===== config.mk =====
export PLATFORM = sky130hd
export DESIGN_NAME = url_encode_adler32_unit_flat
export DESIGN_NICKNAME = d
export VERILOG_FILES = /design/src/design/uea_pkg.sv /design/src/design/uea_in_if.sv /design/src/design/uea_out_if.sv /design/src/design/uea_adler.sv /design/src/design/url_encode_adler32_unit.sv /design/src/flat_wrapper.sv
export VERILOG_INCLUDE_DIRS = /design/src /design/src/design
export SDC_FILE = /design/constraint.sdc
export NUM_CORES = 1
export LEC_CHECK = 0
export BUFFER_PORTS_ARGS = -buffer_cell sky130_fd_sc_hd__buf_2
export CORE_MARGIN = 4
export CORE_UTILIZATION = 65
export CTS_CLUSTER_DIAMETER = 80
export DETAILED_ROUTE_END_ITERATION = 10
export HOLD_SLACK_MARGIN = 0.08
export PLACE_DENSITY = 0.81
export SETUP_SLACK_MARGIN = 0.2
export SYNTH_ARGS = -nofsm -noshare
export SYNTH_HDL_FRONTEND = slang
export SYNTH_HIERARCHICAL = 1
export SYNTH_SLANG_ARGS = --single-unit

===== constraint.sdc =====
create_clock -name clk -period 16.7 [get_ports clk]
set_input_delay 0.835 -clock clk [delete_from_list [all_inputs] [get_ports clk]]
set_output_delay 0.835 -clock clk [all_outputs]
set_load 0.005 [all_outputs]

===== src/design/assert_macros.svh =====
// assertion macros shared by the url encoder blocks
// expects signals clk and rst_n in the scope where a macro is used
`ifndef ASSERT_MACROS_SVH
`define ASSERT_MACROS_SVH

// property that must hold at every clock edge out of reset
`define ASSERT_ALWAYS(label, prop, msg) \
    label: assert property (@(posedge clk) disable iff (!rst_n) (prop)) else $error(msg);

// consequence that must hold in the same cycle as the trigger
`define ASSERT_IMPLY(label, ante, cons, msg) \
    label: assert property (@(posedge clk) disable iff (!rst_n) (ante) |-> (cons)) else $error(msg);

// consequence that must hold in the cycle after the trigger
`define ASSERT_NEXT(label, ante, cons, msg) \
    label: assert property (@(posedge clk) disable iff (!rst_n) (ante) |=> (cons)) else $error(msg);

`endif


===== src/design/uea_pkg.sv =====
// shared types, constants and encode functions for the url encoder with adler-32
// no dependencies
package uea_pkg;

    localparam logic [15:0] ADLER_MOD = 16'd65521;
    localparam logic [15:0] LOW_INIT  = 16'd1;
    localparam logic [15:0] HIGH_INIT = 16'd0;

    localparam logic [7:0] CH_SPACE = 8'h20;
    localparam logic [7:0] CH_PLUS  = 8'h2B;
    localparam logic [7:0] CH_PCT   = 8'h25;
    localparam logic [7:0] CH_DASH  = 8'h2D;
    localparam logic [7:0] CH_DOT   = 8'h2E;
    localparam logic [7:0] CH_UNDER = 8'h5F;
    localparam logic [7:0] CH_TILDE = 8'h7E;
    localparam logic [7:0] CH_ZERO  = 8'h30;
    localparam logic [7:0] CH_NINE  = 8'h39;
    localparam logic [7:0] CH_UA    = 8'h41;
    localparam logic [7:0] CH_UZ    = 8'h5A;
    localparam logic [7:0] CH_LA    = 8'h61;
    localparam logic [7:0] CH_LZ    = 8'h7A;
    localparam logic [7:0] HEX_ALPHA_BASE = 8'h37;   // 'A' - 10

    // control from the sequencer to the checksum unit
    typedef struct packed {
        logic       fold;
        logic [7:0] data;
        logic       finish;
    } adler_ctl_t;

    // up to three encoded bytes for one raw byte
    typedef struct packed {
        logic [7:0] b0;
        logic [7:0] b1;
        logic [7:0] b2;
        logic [1:0] count;
    } enc_t;

    function automatic logic [7:0] hex_digit(input logic [3:0] n);
        logic [7:0] d;
        if (n < 4'd10)
        begin
            d = CH_ZERO + {4'b0000, n};
        end
        else
        begin
            d = HEX_ALPHA_BASE + {4'b0000, n};
        end
        return d;
    endfunction

    function automatic logic passes_through(input logic [7:0] c);
        logic p;
        p = (c inside {[CH_UA:CH_UZ], [CH_LA:CH_LZ], [CH_ZERO:CH_NINE],
                       CH_DASH, CH_UNDER, CH_DOT, CH_TILDE});
        return p;
    endfunction

    function automatic enc_t encode_byte(input logic [7:0] c);
        enc_t e;
        e = '0;
        if (passes_through(c))
        begin
            e.b0    = c;
            e.count = 2'd1;
        end
        else if (c == CH_SPACE)
        begin
            e.b0    = CH_PLUS;
            e.count = 2'd1;
        end
        else
        begin
            e.b0    = CH_PCT;
            e.b1    = hex_digit(c[7:4]);
            e.b2    = hex_digit(c[3:0]);
            e.count = 2'd3;
        end
        return e;
    endfunction

endpackage


===== src/design/uea_in_if.sv =====
// input channel of the url encoder: raw bytes with end marker
// no dependencies
interface uea_in_if;
    logic       valid;
    logic       ready;
    logic [7:0] byte_value;
    logic       has_byte;
    logic       end_of_string;

    modport source (output valid, output byte_value, output has_byte,
                    output end_of_string, input ready);
    modport sink   (input valid, input byte_value, input has_byte,
                    input end_of_string, output ready);
endinterface


===== src/design/uea_out_if.sv =====
// output channel of the url encoder: encoded bytes and checksum
// no dependencies
interface uea_out_if;
    logic        valid;
    logic        ready;
    logic [7:0]  encoded_byte;
    logic        encoded_valid;
    logic [31:0] checksum;
    logic        checksum_valid;
    logic        run_last;

    modport source (output valid, output encoded_byte, output encoded_valid,
                    output checksum, output checksum_valid, output run_last,
                    input ready);
    modport sink   (input valid, input encoded_byte, input encoded_valid,
                    input checksum, input checksum_valid, input run_last,
                    output ready);
endinterface


===== src/design/uea_adler.sv =====
// running adler-32 over encoded bytes, one byte folded per cycle while fold is set
// depends on uea_pkg and assert_macros.svh
`include "assert_macros.svh"

module uea_adler
    import uea_pkg::*;
(
    input  logic        clk,
    input  logic        rst_n,
    input  adler_ctl_t  ctl,
    output logic [31:0] checksum
);

    logic [15:0] sum_low_reg,  sum_low_next;
    logic [15:0] sum_high_reg, sum_high_next;
    logic [16:0] low_sum, high_sum;
    logic [15:0] low_fold, high_fold;
    logic [15:0] low_new, high_new;

    // low sum: add byte, one conditional subtract of the modulus
    always_comb
    begin
        low_sum = {1'b0, sum_low_reg} + {9'b0, ctl.data};
        if (low_sum >= {1'b0, ADLER_MOD})
        begin
            low_fold = 16'(low_sum - {1'b0, ADLER_MOD});
        end
        else
        begin
            low_fold = low_sum[15:0];
        end
    end

    // high sum: add the updated low sum, same reduction
    always_comb
    begin
        high_sum = {1'b0, sum_high_reg} + {1'b0, low_fold};
        if (high_sum >= {1'b0, ADLER_MOD})
        begin
            high_fold = 16'(high_sum - {1'b0, ADLER_MOD});
        end
        else
        begin
            high_fold = high_sum[15:0];
        end
    end

    assign low_new  = ctl.fold ? low_fold  : sum_low_reg;
    assign high_new = ctl.fold ? high_fold : sum_high_reg;
    assign checksum = {high_new, low_new};

    // sums restart after the end of a string
    always_comb
    begin
        if (ctl.finish)
        begin
            sum_low_next  = LOW_INIT;
            sum_high_next = HIGH_INIT;
        end
        else
        begin
            sum_low_next  = low_new;
            sum_high_next = high_new;
        end
    end

    always_ff @(posedge clk or negedge rst_n)
    begin
        if (!rst_n)
        begin
            sum_low_reg  <= LOW_INIT;
            sum_high_reg <= HIGH_INIT;
        end
        else
        begin
            sum_low_reg  <= sum_low_next;
            sum_high_reg <= sum_high_next;
        end
    end

    `ASSERT_ALWAYS(a_low_in_range, sum_low_reg < ADLER_MOD, "low sum out of range")
    `ASSERT_ALWAYS(a_high_in_range, sum_high_reg < ADLER_MOD, "high sum out of range")
    `ASSERT_NEXT(a_finish_restart, ctl.finish, sum_low_reg == LOW_INIT && sum_high_reg == HIGH_INIT, "sums not restarted after end of string")

endmodule


===== src/design/url_encode_adler32_unit.sv =====
// top level of the url encoder with running adler-32 checksum
// depends on uea_pkg, uea_in_if, uea_out_if, uea_adler and assert_macros.svh
//
//  channel | dir | beat contents
//  --------+-----+------------------------------------------------------------
//  raw     | in  | byte_value, has_byte, end_of_string
//  enc     | out | encoded_byte, encoded_valid, checksum, checksum_valid, run_last
//
//  a pass-through byte, a space or a bare end marker gives one result, an escaped
//  byte three: the output register takes one result beat per cycle unless stalled
//  an idle beat (no byte, no end marker) is taken and yields nothing
//  the next raw beat is taken in the cycle the last result of the current one
//  moves into the output register, so a stalled output holds one pending item
//  reset sets the sums to 1 and 0 and empties both registers at once
`include "assert_macros.svh"

module url_encode_adler32_unit
    import uea_pkg::*;
(
    input  logic      clk,
    input  logic      rst_n,
    uea_in_if.sink    raw,
    uea_out_if.source enc
);

    // item register: encoded bytes of the item being emitted
    logic       hold_valid_reg, hold_valid_next;
    logic [1:0] hold_idx_reg,   hold_idx_next;
    logic [7:0] hold_bytes_reg [3];
    logic [1:0] hold_count_reg;
    logic       hold_eos_reg;

    // result register
    logic        out_valid_reg, out_valid_next;
    logic [7:0]  enc_byte_reg;
    logic        enc_valid_reg;
    logic [31:0] chk_reg;
    logic        chk_valid_reg;
    logic        last_reg;

    logic        out_free, advance, accept, item_live;
    logic [1:0]  hold_nres;
    logic        piece_final, piece_has;
    logic [7:0]  piece_byte;
    enc_t        item_enc;
    logic [1:0]  item_count;
    adler_ctl_t  adler_ctl;
    logic [31:0] checksum;

    // handshake and sequencing
    assign hold_nres   = (hold_count_reg == 2'd0) ? 2'd1 : hold_count_reg;
    assign piece_final = (hold_idx_reg == hold_nres - 2'd1);
    assign piece_has   = (hold_idx_reg < hold_count_reg);
    assign piece_byte  = hold_bytes_reg[hold_idx_reg];
    assign out_free    = !out_valid_reg || enc.ready;
    assign advance     = hold_valid_reg && out_free;
    assign raw.ready   = !hold_valid_reg || (advance && piece_final);
    assign accept      = raw.valid && raw.ready;

    // encode the incoming byte
    assign item_enc   = encode_byte(raw.byte_value);
    assign item_count = raw.has_byte ? item_enc.count : 2'd0;
    assign item_live  = raw.has_byte || raw.end_of_string;

    // item register control
    always_comb
    begin
        hold_valid_next = hold_valid_reg;
        hold_idx_next   = hold_idx_reg;
        if (accept)
        begin
            hold_valid_next = item_live;
            hold_idx_next   = 2'd0;
        end
        else if (advance)
        begin
            if (piece_final)
            begin
                hold_valid_next = 1'b0;
            end
            else
            begin
                hold_idx_next = hold_idx_reg + 2'd1;
            end
        end
    end

    always_ff @(posedge clk or negedge rst_n)
    begin
        if (!rst_n)
        begin
            hold_valid_reg <= 1'b0;
            hold_idx_reg   <= 2'd0;
        end
        else
        begin
            hold_valid_reg <= hold_valid_next;
            hold_idx_reg   <= hold_idx_next;
        end
    end

    // item payload
    always_ff @(posedge clk)
    begin
        if (accept)
        begin
            hold_bytes_reg[0] <= item_enc.b0;
            hold_bytes_reg[1] <= item_enc.b1;
            hold_bytes_reg[2] <= item_enc.b2;
            hold_count_reg    <= item_count;
            hold_eos_reg      <= raw.end_of_string;
        end
    end

    // checksum unit folds each byte as it enters the result register
    assign adler_ctl.fold   = advance && piece_has;
    assign adler_ctl.data   = piece_byte;
    assign adler_ctl.finish = advance && piece_final && hold_eos_reg;

    uea_adler u_adler
    (
        .clk      (clk),
        .rst_n    (rst_n),
        .ctl      (adler_ctl),
        .checksum (checksum)
    );

    // result register control
    always_comb
    begin
        out_valid_next = out_valid_reg;
        if (advance)
        begin
            out_valid_next = 1'b1;
        end
        else if (enc.ready)
        begin
            out_valid_next = 1'b0;
        end
    end

    always_ff @(posedge clk or negedge rst_n)
    begin
        if (!rst_n)
        begin
            out_valid_reg <= 1'b0;
        end
        else
        begin
            out_valid_reg <= out_valid_next;
        end
    end

    // result payload
    always_ff @(posedge clk)
    begin
        if (advance)
        begin
            enc_byte_reg  <= piece_has ? piece_byte : 8'd0;
            enc_valid_reg <= piece_has;
            chk_reg       <= adler_ctl.finish ? checksum : 32'd0;
            chk_valid_reg <= adler_ctl.finish;
            last_reg      <= piece_final;
        end
    end

    assign enc.valid          = out_valid_reg;
    assign enc.encoded_byte   = enc_byte_reg;
    assign enc.encoded_valid  = enc_valid_reg;
    assign enc.checksum       = chk_reg;
    assign enc.checksum_valid = chk_valid_reg;
    assign enc.run_last       = last_reg;

    `ASSERT_IMPLY(a_idx_in_item, hold_valid_reg, hold_idx_reg < hold_nres, "result index past item end")
    `ASSERT_IMPLY(a_take_on_final, accept && hold_valid_reg, advance && piece_final, "new beat taken before current item finished")
    `ASSERT_IMPLY(a_chk_on_last, out_valid_reg && chk_valid_reg, last_reg, "checksum on a result that is not last")

endmodule


===== src/flat_wrapper.sv =====
// flat-port wrapper written by rule: the top's interface ports become plain ports
module url_encode_adler32_unit_flat import uea_pkg::*;
  (clk, rst_n, raw_valid, raw_byte_value, raw_has_byte, raw_end_of_string, raw_ready, enc_valid, enc_encoded_byte, enc_encoded_valid, enc_checksum, enc_checksum_valid, enc_run_last, enc_ready);
  uea_in_if raw_i ();
  uea_out_if enc_i ();
  input  logic clk;
  input  logic rst_n;
  input wire logic [$bits(raw_i.valid)-1:0] raw_valid;
  input wire logic [$bits(raw_i.byte_value)-1:0] raw_byte_value;
  input wire logic [$bits(raw_i.has_byte)-1:0] raw_has_byte;
  input wire logic [$bits(raw_i.end_of_string)-1:0] raw_end_of_string;
  output wire logic [$bits(raw_i.ready)-1:0] raw_ready;
  output wire logic [$bits(enc_i.valid)-1:0] enc_valid;
  output wire logic [$bits(enc_i.encoded_byte)-1:0] enc_encoded_byte;
  output wire logic [$bits(enc_i.encoded_valid)-1:0] enc_encoded_valid;
  output wire logic [$bits(enc_i.checksum)-1:0] enc_checksum;
  output wire logic [$bits(enc_i.checksum_valid)-1:0] enc_checksum_valid;
  output wire logic [$bits(enc_i.run_last)-1:0] enc_run_last;
  input wire logic [$bits(enc_i.ready)-1:0] enc_ready;
  assign raw_i.valid = raw_valid;
  assign raw_i.byte_value = raw_byte_value;
  assign raw_i.has_byte = raw_has_byte;
  assign raw_i.end_of_string = raw_end_of_string;
  assign raw_ready = raw_i.ready;
  assign enc_valid = enc_i.valid;
  assign enc_encoded_byte = enc_i.encoded_byte;
  assign enc_encoded_valid = enc_i.encoded_valid;
  assign enc_checksum = enc_i.checksum;
  assign enc_checksum_valid = enc_i.checksum_valid;
  assign enc_run_last = enc_i.run_last;
  assign enc_i.ready = enc_ready;
  url_encode_adler32_unit u_core (.clk(clk), .rst_n(rst_n), .raw(raw_i), .enc(enc_i));
endmodule

# After elaboration in Yosys (flattened, before gate mapping)
# Memories as Yosys holds them, arrays and structs flattened.
# Index checks and enable logic that the tools add are counted.
[word_totals]
input_bits = 14
mem_count = 1
elab_cells = 89
out_inout_bits = 45
reg_bits = 82
ram_bits = 24
[op_classes]
n_lt_le_gt_ge = 11
addsub = 10
reduce_logical = 21
n_eq_ne = 7
bitwise = 1
muxes = 25
[mem_list]
columns = ["name", "depth", "width", "read_ports", "rd_clocked_by_memory_dff", "wr", "line", "text"]
rows = [
  ["u_core.hold_bytes_reg", 3, 8, 1, 0, 3, "url_encode_adler32_unit.sv:29", "logic [7:0] hold_bytes_reg [3];"],
]
[op_table]
columns = ["op", "n"]
rows = [
  ["$mux W16", 8],
  ["$ge A17 B16 Y1 const B", 2],
  ["$sub A16 B16 Y16 const B", 2],
  ["$add A6 B4 Y7 const A", 4],
  ["$eq A8 B6 Y1 const B", 3],
  ["$mux W8", 3],
  ["$add A16 B16 Y17", 1],
  ["$add A16 B8 Y17", 1],
  ["$eq A8 B7 Y1 const B", 2],
  ["$ge A8 B7 Y1 const B", 2],
  ["$le A8 B7 Y1 const B", 2],
  ["$mux W2", 5],
  ["$ge A8 B6 Y1 const B", 1],
  ["$le A8 B6 Y1 const B", 1],
  ["$logic_and A1 B1 Y1", 8],
  ["$lt A4 B4 Y1 const B", 2],
  ["$mux W1", 8],
  ["$reduce_bool A7 Y1", 1],
  ["$reduce_bool A2 Y1", 3],
  ["$mux W4", 1],
  ["$reduce_and A2 Y1", 2],
  ["$logic_or A1 B1 Y1", 3],
  ["$add A2 B1 Y2 const B", 1],
  ["$eq A2 B2 Y1", 1],
  ["other kinds (7)", 8],
]

# Depth between registers and ports, before layout
# Gate-level depths: netlist (run 1).
[depth]
word_depth = 9
mapped_depth = 29
ltp_nobuf = 25

# Hierarchy
# Netlist (run 1), hierarchy kept.
[modules_own_cells]
columns = ["module", "cells_per_inst", "seq_area_each_um2", "instances", "area_per_inst_um2"]
rows = [
  ["uea_adler", 523, 802.0, 1, 4200.3],
  ["url_encode_adler32_unit", 253, 2142.1, 1, 3409.5],
]

# Worst setup path before layout (run 1)
# No wires, ideal clock.
[synth_path]
path_type = "register -> register"
start = "reg u_core.hold_idx_reg[1]"
end = "reg u_core.chk_reg[27] (netlist: u_core/enc.checksum[27]) (data pin)"
path_slack_ns = 9.996
required_ns = 16.445
path_buffers = 2
setup_time_ns = 0.255
synth_period_minus_slack_ns = 6.704
arrival_ns = 6.449
stages_incl_launch_ff = 28
path_cell_list = "dfrtp_1 -> clkbuf_1 -> clkbuf_1 -> nand2_1 -> o21ai_0 -> ha_1 -> fa_1 -> a211oi_4 -> o211ai_4 -> and3_4 -> or3_1 -> nand4b_4 -> nor4_1 -> nor2_2 -> xnor2_1 -> ha_1 -> inv_1 -> fa_1 -> nand3b_2 -> and2_1 -> o2111a_1 -> nor3_4 -> nand4_2 -> or4_4 -> a2bb2oi_2 -> mux2_2 -> nand2_1 -> and2_1"
[synth_rtl]
columns = ["item", "line", "text"]
rows = [
  ["start: declaration", "url_encode_adler32_unit.sv:28", "logic [1:0] hold_idx_reg, hold_idx_next;"],
  ["start signal: assignment", "url_encode_adler32_unit.sv:98", "hold_idx_reg <= hold_idx_next;"],
  ["end signal: assignment", "url_encode_adler32_unit.sv:161", "chk_reg <= adler_ctl.finish ? checksum : 32'd0;"],
  ["end: declaration", "url_encode_adler32_unit.sv:37", "logic [31:0] chk_reg;"],
]

==> out/results.txt, run 1 <==
total congestion overflow: 0
post-route ant nets: 0
Reg2Reg Depth: 25
cts bufs inserted: 9
Pins Over Slew Limit: 0
share of the synthesized area in the top cell type: 0.268
WHS Endpoint: u_core/enc.valid$_DFFE_PN0P_
core area: 0.0114 mm^2
slack of the worst reg-to-reg path: 8.70 ns
row cnt: 39
Netlist cell types: 108
largest net degree at the start of global routing: 70
GR Util All Layers: 0.268
CP peak stage delay: 0.70 ns
RSZ-0062 raised after global routing: false
Iter 0 DRT Violations: 596
DR vias/cell: 6.38
Post-synth EDFFs: 68
Port Buffers: 58
Max Clock Freq: 0.125 GHz
CP max FO: 14
WL/cell: 18.2 um
Starting Density: 0.666
WS Path Type: register to register
Synth Net Count: 832
die width: 116 um
RePlAce Congestion: 0.943
post-CTS setup buffers: 0
Post-CTS Resized: 0
Top FF cell, synth: edfxtp_1
Nets: 871
Worst Hold Depth: 2
IO Pins: 59
Critical-path top delay cell: dfrtp_1
clock root cell: clkbuf_16
Post-synth ARST share: 0.346
post-synthesis sequential area ratio: 0.387
clock-pin slew on the worst setup and hold paths: 0.07 ns
vias in the first global route: 5875
DR WL met3: 1240 um
hpwl dp: 12900 um
Initial DRT Pass Iterations: 7
final worst path period need: 8.00 ns
clk sinks: 104
Vias: 6146
relative max-transition margin: 0.256
Worst setup EP type: register
Hold Path Class: register to register
Hold Fails Final Rpt: 0
buffer levels on the longest clock path: 2
Top Metal Used: met4
met2 WL post-DR: 7720 um
status: complete, no violations
die area: 0.0135 mm^2
number of H-tree levels: 3
most frequent cell after synthesis: nand2_1
number of flip-flops in the largest register: 32
Critical Path AT: 8.11 ns
FF+latch count, synth: 104
antenna violations before repair: 0
CTS tree: yes
first-pass GRT wire length: 28600 um
total negative setup slack: 0 ns
share of layout cells above drive strength 1: 0.177
Area growth syn-to-layout: 7.68%
ANT cells: 0
Total Routed Length: 17600 um
Syn Std Cell Area: 0.00761 mm^2
Remaining DRCs: 0
Commonest cells post-synth: nand2_1 (71), edfxtp_1 (68), nor2_1 (60), a21oi_1 (43), ha_1 (40)
clk_skew: 0.00850 ns
Mean Syn Cell Area: 9.81 um^2
Final period util: 0.479
crit path launch type: register
setup violators final: 0
synth top area cells: edfxtp_1 (27%), dfrtp_1 (12%), ha_1 (6.6%)
Metal-1 WL: 8250 um
Critical Path RT: 16.81 ns
synthesized instance count: 776
endpoint of the worst register-to-register path: u_core/enc.checksum[21]$_SDFFCE_PN0P_
area leader, netlist: edfxtp_1
Worst Max-Slew Pin Slew: 1.12 ns
min-delay src: u_core/enc.valid$_DFFE_PN0P_
Synth warnings: 6
cts hold-fix bufs: 0
Skew-Pair Late Insertion Delay: 0.35 ns
Setup crit start: u_core/hold_idx_reg[0]$_DFFE_PN0P_
reg-to-reg critical path startpoint: u_core/hold_idx_reg[0]$_DFFE_PN0P_
Die Ht: 116 um
max cap viols: 0
==> cell usage in the layout, fill, tap and decap left out, drive strengths merged, types with 4 or more instances in the layout <==
master,instances
ha,40
and2,39
a21o,14
nor4,5
nor2,62
a311oi,6
buf,61
a31oi,16
or3,11
o221a,4
nand2,71
and3b,4
a31o,4
mux2,10
a221oi,6
nor3,20
nor2b,20
a211o,4
nand3,31
clkbuf,10
nand4,7
or2,7
xor2,14
edfxtp,68
o211ai,6
mux2i,9
nand2b,5
and3,16
a21oi,47
inv,35
dfrtp,35
o21ai,29
a211oi,13
xnor2,24
==> logic make-up (layout without fill, tap and decap cells) <==
logic type,count (synthesis),count (layout),synth area share
and+or+nand+nor,315,315,0.227
AOI/OAI and AO/OA,190,190,0.196
DFF,104,104,0.387
buffers and inverters,67,111,0.0478
adders and majority gates,42,42,0.0710
xor gates and xnor gates,38,38,0.0447
muxes,19,19,0.0266
other,1,1,0.000493
==> worst max path at each step <==
| stage | end | slack (ns) | depth (start not counted) |
|---|---|---|---|
| 2_1_floorplan | u_core/enc.checksum[27]$_SDFFCE_PN0P_ | 10.0 | 27 |
| 3_3_place_gp | u_core/enc.checksum[21]$_SDFFCE_PN0P_ | 9.04 | 25 |
| 3_5_place_dp | u_core/enc.checksum[21]$_SDFFCE_PN0P_ | 8.88 | 25 |
| 4_1_cts | u_core/enc.checksum[21]$_SDFFCE_PN0P_ | 8.80 | 25 |
| 5_1_grt | u_core/enc.checksum[24]$_SDFFCE_PN0P_ | 8.16 | 24 |
| 6_report | u_core/enc.checksum[21]$_SDFFCE_PN0P_ | 8.70 | 25 |
==> worst max-delay path: cells and delay by family, from the launching register on <==
kind | cells | cell delay, ns
AND/OR/NAND/NOR | 6 | 1.42
buffers and inverters | 1 | 0.06
multiplexers | 1 | 0.24
adder cells (fa/ha/maj) | 4 | 1.43
AO/OA/AOI/OAI | 9 | 2.62
flip-flops | 1 | 0.70
XOR/XNOR | 4 | 1.28
==> cell type report <==
class	instances	area, um^2
multi-input cells	605	4310
fillers	845	3220
flip-flops and latches	104	2940
repair buffers	61	313
clock buffers	10	229
well taps	143	179
inverters	34	128
clock inverters	6	91.3
==> through the flow <==
step	hold slack [ns]	std cells	cell area, um^2	util	setup WS, ns
after global routing	0.563	963	8190	0.718	8.16
after detailed placement	0.530	947	7870	0.690	8.88
final	0.529	963	8190	0.718	8.70
after floorplan	0.480	776	7610	-	10.0
after global placement	0.492	947	7870	0.690	9.04
after CTS	0.545	963	8190	0.718	8.80
==> metal layers <==
metal / vias up / global-route usage
li1: 2949 / -
met1: 2929 / 0.396
met2: 236 / 0.405
met3: 32 / 0.0420
met4: 0 / 0.0936
met5: - / 0
Power of run 1 is left out: the tool's default activity adds up to more than one toggle a clock period on the data nets, which glitch-free logic cannot reach.
==> run 2: changes to the inputs <==
- CORE_UTILIZATION: 65 -> 56
- PLACE_DENSITY: 0.81 -> 0.74
- clock period: 16.7 -> 7.1 ns (I/O delays scaled with it)
==> run 2 against run 1 <==
  * Critical path depth grew 1
  * Via count grew 3.7%
  * Maximum frequency grew 18%
  * Wire length grew 7.4%
  * Sequential share of layout area shrank 2.9 points
  * Setup slack lost 8.4 ns
  * Sequential cell count is the same
  * Global-route usage shrank 3.7 points
  * Final area grew 8.8%
  * Hold slack lost 0.41 ns
  * Die area grew 15%
  * Highest routed layer unchanged
==> out/results.txt, run 2 (synthesized netlist as in run 1, its figures left out) <==
Finished Layout Cells: 1034
clock-pin slew on the worst setup and hold paths: 0.07 ns
RePlAce Congestion: 0.919
Skew-Pair Late Insertion Delay: 0.36 ns
ANT cells: 0
WS Path Type: register to register
Max Clock Freq: 0.147 GHz
cts hold-fix bufs: 0
IO Pins: 59
Total Routed Length: 18900 um
Final period util: 0.956
GR Util All Layers: 0.232
Starting Density: 0.572
final worst path period need: 6.79 ns
CP peak stage delay: 0.64 ns
Worst Max-Slew Pin Slew: 1.15 ns
clk_skew: 0.00961 ns
total congestion overflow: 0
post-route ant nets: 0
Nets: 909
Vias: 6376
hpwl dp: 13000 um
Die Ht: 125 um
Iter 0 DRT Violations: 620
CP max FO: 5
clock root cell: clkbuf_16
die width: 125 um
fillcell total: 1037
relative max-transition margin: 0.235
Critical Path RT: 7.22 ns
CTS tree: yes
core area: 0.0133 mm^2
Worst setup EP type: register
die area: 0.0155 mm^2
WL/cell: 18.2 um
buffer levels on the longest clock path: 2
max cap viols: 0
Critical-path top delay cell: or4_4
largest net degree at the start of global routing: 69
DR vias/cell: 6.17
row cnt: 42
Hold Path Class: input port to async pin
RSZ-0062 raised after global routing: false
Remaining DRCs: 0
crit path launch type: register
Pins Over Slew Limit: 0
Worst Setup Slack, final: 0.312 ns
Initial DRT Pass Iterations: 8
Critical Path AT: 6.90 ns
first-pass GRT wire length: 29700 um
setup violators final: 0
most common cell after layout, fill and taps aside: edfxtp_1
most frequent cells in the layout: edfxtp_1 (68), nand2_1 (67), buf_2 (58), nor2_1 (58)
vias in the first global route: 5874
pre-CTS setup slack: -0.114 ns
Hold Fails Final Rpt: 0
cts bufs inserted: 9
dpl cells: 994
Area growth syn-to-layout: 17.2%
status: complete, no violations
clk sinks: 104
number of H-tree levels: 3
Port Buffers: 58
number of flip-flops in the largest register: 32
antenna violations before repair: 0
share of layout cells above drive strength 1: 0.274
run 2: cell count changes in the layout (fill, tap and decap cells not counted), sizes merged:
cell | previous run | this run
bufinv | 2 | 1
inv | 35 | 37
clkinvlp | 2 | 0
buf | 61 | 99
clkbuf | 10 | 11
run 2: stage by stage:
step                hold slack [ns]  setup TNS, ns  utilization  instance area (um^2)
finish                        0.119              0        0.671                  8920
global route                  0.178              0        0.671                  8920
CTS                           0.129              0        0.634                  8430
detailed placement            0.509         -0.173        0.603                  8020
global placement              0.491              0        0.603                  8020
floorplan                    0.0594              0            -                  7610
run 2: critical path: cells and delay by family, from the launching register on:
family                     cells  cell delay (ns)
adders and majority gates      3             0.95
buffers and inverters          2             0.32
and+or+nand+nor               10             2.60
xor gates and xnor gates       1             0.21
muxes                          2             0.51
AOI/OAI and AO/OA              8             1.55
DFF                            1             0.41
run 2: cell type report:
class	count	area, um^2	area share
inverters	34	128	0.0143
clock inverters	5	67.6	0.00758
flip-flops and latches	104	2950	0.330
well taps	176	220	0.0247
multi-input cells	605	4680	0.525
clock buffers	11	264	0.0296
repair buffers	99	609	0.0683
run 2: worst paths after layout:
path | start | to | slack (ns) | cells after the start
hold / removal | rst_n | u_core/u_adler/sum_high_reg[15]$_DFF_PN0_ | 0.12 | 1
setup / recovery | u_core/hold_idx_reg[0]$_DFFE_PN0P_ | u_core/enc.checksum[25]$_SDFFCE_PN0P_ | 0.31 | 26
min in group clk | raw_end_of_string | u_core/hold_eos_reg$_DFFE_PP_ | 0.18 | 1
setup reg to reg | u_core/hold_idx_reg[0]$_DFFE_PN0P_ | u_core/enc.checksum[25]$_SDFFCE_PN0P_ | 0.31 | 26
max in group asynchronous | rst_n | u_core/hold_idx_reg[1]$_DFFE_PN0P_ | 6.35 | 1
hold reg to reg | u_core/enc.valid$_DFFE_PN0P_ | u_core/enc.valid$_DFFE_PN0P_ | 0.52 | 2
run 2: repair_timing:
action,CTS,global route
setup buffers,5,19
resized for setup,11,66
setup endpoints to repair,31,32
pin swaps,7,27
hold endpoints to repair,0,0
run 2: metal layers:
layer	vias up	global-route usage	part of all wire
li1	3025	-	-
met1	3019	0.328	0.45
met2	285	0.353	0.45
met3	47	0.0489	0.074
met4	0	0.0851	0.022
met5	-	0	0
Power of run 2 is left out for the same reason.
